<file path="src/hdl/rational_sum_accumulator_core_assert.svh">
// assertion macros shared by the accumulator modules
`ifndef RATIONAL_SUM_ACCUMULATOR_CORE_ASSERT_SVH
`define RATIONAL_SUM_ACCUMULATOR_CORE_ASSERT_SVH
// implication checked on every rising clock edge outside reset
`define RSA_ASSERT_IMP(label, clk, rst, lhs, rhs, msg) \
   label: assert property (@(posedge clk) disable iff (rst) (lhs) |-> (rhs)) else $error(msg);
// next-cycle implication checked outside reset
`define RSA_ASSERT_NEXT(label, clk, rst, lhs, rhs, msg) \
   label: assert property (@(posedge clk) disable iff (rst) (lhs) |=> (rhs)) else $error(msg);
`endif

</file>
<file path="src/hdl/rsa_pkg.sv">
// shared types and constants of the rational sum accumulator
`timescale 1ns / 1ps
`default_nettype none
package rsa_pkg;
   localparam int VALUE_WIDTH_DEFAULT = 32;
   localparam int WIDE = 64;

   typedef enum logic [3:0] {
      ST_IDLE,
      ST_DIV_IN,
      ST_MUL,
      ST_COMBINE,
      ST_GCD,
      ST_DIV_NUM,
      ST_DIV_DEN,
      ST_SPLIT,
      ST_COMMIT,
      ST_OUTPUT
   } state_type;

   typedef enum logic [2:0] {
      DIV_SRC_INPUT,
      DIV_SRC_GCD,
      DIV_SRC_NUM,
      DIV_SRC_DEN,
      DIV_SRC_SPLIT
   } div_src_type;

   typedef struct packed {
      logic        load;
      logic        mul_step;
      logic        combine;
      logic        div_start;
      div_src_type div_src;
      logic        div_take;
      logic        gcd_swap;
      logic        commit;
   } cmd_type;

   typedef struct packed {
      logic div_busy;
      logic div_done;
      logic mul_done;
      logic gcd_zero;
   } status_type;
endpackage
`default_nettype wire

</file>
<file path="src/hdl/rsa_ctrl.sv">
// sequencer of the accumulator
`timescale 1ns / 1ps
`default_nettype none
`include "rational_sum_accumulator_core_assert.svh"
module rsa_ctrl (
   input  wire                 clock,
   input  wire                 reset,
   input  wire                 req_fire,
   output logic                req_ready,
   output logic                rsp_valid,
   input  wire                 rsp_tready,
   input  rsa_pkg::status_type status,
   output rsa_pkg::cmd_type    cmd
);
   rsa_pkg::state_type state_ff, state_in;
   logic               rsp_valid_ff, rsp_valid_in;

   always_ff @(posedge clock) begin
      if (reset) begin
         state_ff     <= rsa_pkg::ST_IDLE;
         rsp_valid_ff <= 1'b0;
      end else begin
         state_ff     <= state_in;
         rsp_valid_ff <= rsp_valid_in;
      end
   end

   always_comb begin
      state_in     = state_ff;
      rsp_valid_in = rsp_valid_ff;
      cmd          = '0;
      cmd.div_src  = rsa_pkg::DIV_SRC_INPUT;
      req_ready    = 1'b0;
      if (rsp_valid_ff && rsp_tready) rsp_valid_in = 1'b0;
      case (state_ff)
         rsa_pkg::ST_IDLE: begin
            req_ready = 1'b1;
            if (req_fire) begin
               cmd.load = 1'b1;
               state_in = rsa_pkg::ST_DIV_IN;
            end
         end
         rsa_pkg::ST_DIV_IN: begin
            cmd.div_start = 1'b1;
            cmd.div_src   = rsa_pkg::DIV_SRC_INPUT;
            state_in      = rsa_pkg::ST_MUL;
         end
         rsa_pkg::ST_MUL: begin
            cmd.div_src = rsa_pkg::DIV_SRC_INPUT;
            if (status.div_done) begin
               cmd.div_take = 1'b1;
            end else if (!status.div_busy) begin
               if (status.mul_done) state_in = rsa_pkg::ST_COMBINE;
               else cmd.mul_step = 1'b1;
            end
         end
         rsa_pkg::ST_COMBINE: begin
            cmd.combine = 1'b1;
            state_in    = rsa_pkg::ST_GCD;
         end
         rsa_pkg::ST_GCD: begin
            cmd.div_src = rsa_pkg::DIV_SRC_GCD;
            if (status.div_done) begin
               cmd.gcd_swap = 1'b1;
            end else if (!status.div_busy) begin
               if (status.gcd_zero) begin
                  cmd.div_start = 1'b1;
                  cmd.div_src   = rsa_pkg::DIV_SRC_NUM;
                  state_in      = rsa_pkg::ST_DIV_NUM;
               end else begin
                  cmd.div_start = 1'b1;
               end
            end
         end
         rsa_pkg::ST_DIV_NUM: begin
            cmd.div_src = rsa_pkg::DIV_SRC_NUM;
            if (status.div_done) begin
               cmd.div_take  = 1'b1;
               state_in      = rsa_pkg::ST_DIV_DEN;
            end
         end
         rsa_pkg::ST_DIV_DEN: begin
            cmd.div_src = rsa_pkg::DIV_SRC_DEN;
            if (status.div_done) begin
               cmd.div_take = 1'b1;
               state_in     = rsa_pkg::ST_SPLIT;
            end else if (!status.div_busy) begin
               cmd.div_start = 1'b1;
            end
         end
         rsa_pkg::ST_SPLIT: begin
            cmd.div_src = rsa_pkg::DIV_SRC_SPLIT;
            if (status.div_done) begin
               cmd.div_take = 1'b1;
               state_in     = rsa_pkg::ST_COMMIT;
            end else if (!status.div_busy) begin
               cmd.div_start = 1'b1;
            end
         end
         rsa_pkg::ST_COMMIT: begin
            if (!rsp_valid_ff) begin
               cmd.commit   = 1'b1;
               rsp_valid_in = 1'b1;
               state_in     = rsa_pkg::ST_IDLE;
            end
         end
         default: state_in = rsa_pkg::ST_IDLE;
      endcase
   end

   assign rsp_valid = rsp_valid_ff;

   `RSA_ASSERT_IMP(a_ready_idle, clock, reset, req_ready, state_ff == rsa_pkg::ST_IDLE, "ready outside idle")
   `RSA_ASSERT_NEXT(a_commit_valid, clock, reset, cmd.commit, rsp_valid_ff, "commit without response")
   `RSA_ASSERT_IMP(a_commit_free, clock, reset, cmd.commit, !rsp_valid_ff, "commit over pending response")
endmodule
`default_nettype wire

</file>
<file path="config.mk">
export PLATFORM = sky130hd
export DESIGN_NAME = rsa_ctrl
export DESIGN_NICKNAME = d
export VERILOG_FILES = /design/src/hdl/rsa_pkg.sv /design/src/hdl/rsa_ctrl.sv
export VERILOG_INCLUDE_DIRS = /design/src /design/src/hdl
export SDC_FILE = /design/constraint.sdc
export NUM_CORES = 1
export LEC_CHECK = 0
export BUFFER_PORTS_ARGS = -buffer_cell sky130_fd_sc_hd__buf_2
export CAP_MARGIN = 30
export CORE_AREA = 10 10 47 49
export CTS_CLUSTER_DIAMETER = 120
export DETAILED_ROUTE_END_ITERATION = 12
export DIE_AREA = 0 0 57 59
export PLACE_DENSITY = 0.62
export SYNTH_ARGS = -nofsm -noshare
export SYNTH_HDL_FRONTEND = slang
export SYNTH_SLANG_ARGS = --single-unit
</file>
<file path="constraint.sdc">
create_clock -name clock -period 1.5 [get_ports clock]
set_input_delay 0.075 -clock clock [delete_from_list [all_inputs] [get_ports clock]]
set_output_delay 0.075 -clock clock [all_outputs]
set_load 0.01 [all_outputs]
</file>
==> impl_metrics.tcl <==
set metrics [dict create \
    slew_violations 0 \
    grt_overflow 0 \
    status "complete, no violations" \
    cp_max_fo 8 \
    layout-drive-gt1-share_pct 52.9 \
    tightest_slew_ns 0.251 \
    rsz0062_at_grt "true" \
    dp.final_hpwl_um 1020 \
    drv_cap 0 \
    syn_nets 65 \
    avgSynthCellArea_um2 7.40 \
    row_count 14 \
    timing.fmax_mhz 693 \
    syn_inst 57 \
    setup_violations 0 \
    pwr-share-comb_pct 62.5 \
    yosysMostFrequentCell "nor2_1" \
    period_minus_slack_ns 1.44 \
    drc 0 \
    grt_pass1_vias 504 \
    cts_buffers 3 \
    ys_top_cells_by_area "dfxtp_1 (24%), nor2_1 (8.0%), nand2_1 (6.2%)" \
    first_pass_iters 4 \
    synthArstFlopShare_pct 0 \
    cp-end-kind "primary output" \
    clockPowerShare_pct 14.7 \
    finalNonFillerCells 101 \
    nets 94 \
    switchingPower_uw 413 \
    pre_cts_slack_ns -0.0183 \
    die_x_um 57 \
    die_y_um 59 \
    seqCellArea_um2 110 \
    vias_per_cell 5.14 \
    netlist_top_cells_count "nor2_1 (9), nand2_1 (7), dfxtp_1 (5)" \
    start_kind "register" \
    p_leak_uw 0.000312 \
    coreArea_mm2 0.00140 \
    num-fill-cells 157 \
    grt_max_degree 9 \
    synth_warnings 0 \
    yosys_register_bits 5 \
    wl_per_cell_um 13.3 \
    hold_viol 0 \
    clk_pin_slew_worst_paths_ns 0.04 \
    arrival_ns 1.37 \
    synth_ff_type "dfxtp_1" \
    cts_tree "built" \
    diodes 0 \
    syn_area_um2 422 \
    grt_use_total_pct 7.49 \
    slew_headroom_pct 83.2 \
    p_seq_share_pct 22.8 \
    fin_setup_tns_ns 0 \
    place_inst 95 \
    die_area_mm2 0.00336 \
    ir_drop_mv 0.775 \
    clock_skew_ns 0.000594 \
    start_util_pct 30.1 \
    synth_area_leader_cell "dfxtp_1" \
    area_delta_synth_final_pct 55.2 \
    multi_input_area_um2 322 \
    fin_ws_ns 0.0573 \
    hp-class "primary input to register" \
    root_buffer "clkbuf_4" \
    synth_edf_count 0 \
    routed_wl_um 1350 \
    numClockSinks 5 \
    h-tree-depth 1 \
    port_buffers 19 \
    internal_power_uw 635 \
    ant_nets 0 \
    period_share_pct 96.2 \
    cellPowerDensity_mw_per_mm2 1600 \
    gp_congestion 0.871 \
    post-route-util_pct 46.7 \
    critical_path_class "register to primary output" \
    clkLatencyLatePin_ns 0.24 \
    drtIter0Drc 9 \
    synth_seq_area_share_pct 23.7 \
    synth_cell_type_count 27 \
    cts.path.max_buffers 2 \
    antenna_found_initial 0 \
    holdBufCountCts 0 \
    num_vias 519 \
    grt_pass1_wl_um 2090 \
    ios 20 \
    sw_frac_of_total_pct 39.4 \
    cp.required_ns 1.42 \
    synth_top_area_share_pct 23.7 \
]
==> layout by cell type, fill, tap and decap left out, types with 2 or more instances in the layout <==
cell / instances
clkbuf_4: 3
nor2_1: 9
buf_4: 8
nor3_1: 3
mux2i_1: 2
nand2b_1: 2
xnor2_1: 2
dfxtp_2: 2
dfxtp_4: 2
buf_2: 19
nor3b_1: 3
nand2_1: 6
==> path summary, 6_finish.rpt <==
check | from | to | slack (ns) | depth (start not counted)
hold / removal | reset | state_ff[0]$_SDFFE_PP0P_ | 0.06 | 2
setup / recovery | state_ff[3]$_SDFFE_PP0P_ | cmd[1] | 0.06 | 4
hold reg to reg | state_ff[3]$_SDFFE_PP0P_ | state_ff[0]$_SDFFE_PP0P_ | 0.49 | 1
setup reg to reg | state_ff[1]$_SDFFE_PP0P_ | state_ff[0]$_SDFFE_PP0P_ | 0.06 | 4
==> kinds of logic after synthesis <==
logic type	Yosys count	synth area share (%)
simple gates	34	43.0
buf+inv	6	7.12
compound gates	5	9.20
mux	5	12.8
flops	5	23.7
xor+xnor	2	4.16
==> critical path, cell delays in order, from the launching register on <==
cell	delay (ns)
dfxtp_2	0.35
buf_4	0.17
nand2b_4	0.16
nor4b_2	0.27
buf_2	0.18
==> metal layers <==
layer	wire length (um)	track usage, %
met5	0	0
met4	8	5.37
met3	135	4.08
met2	623	11.0
met1	578	8.00
==> layout make-up <==
cell class,instances,area share [%]
clock buffer,4,4.02
tap,16,3.06
sequential,5,16.8
multi-input combinational,46,49.1
inverter,2,1.53
timing repair buffer,28,25.4
==> registers in the layout, summed over array words and instances (netlist names) <==
signal     count
state_ff       4
rsp_valid      1
==> power by group through the flow <==
stage	clock network, uW	registers, uW	logic [uW]
after floorplan	0	185	396
after global placement	0	215	529
after detailed placement	0	219	527
after CTS	165	229	554
after global routing	177	244	720
final	154	239	655
==> stage by stage <==
stage | hold slack [ns] | area [um2] | total power, uW
after CTS | 0.0521 | 614 | 948
after global placement | 0.310 | 567 | 744
final | 0.0558 | 654 | 1050
after floorplan | 0.140 | 422 | 581
after global routing | 0.0589 | 654 | 1140
after detailed placement | 0.316 | 567 | 745
==> repair_timing <==
| action | in CTS | in global routing |
|---|---|---|
| endpoints found under the setup margin | 4 | 7 |
| gates resized for setup | 6 | 9 |
| pin swaps | 0 | 1 |
| setup buffers | 0 | 2 |
| gates cloned | 0 | 0 |
Power figures use the tool's default switching activity.
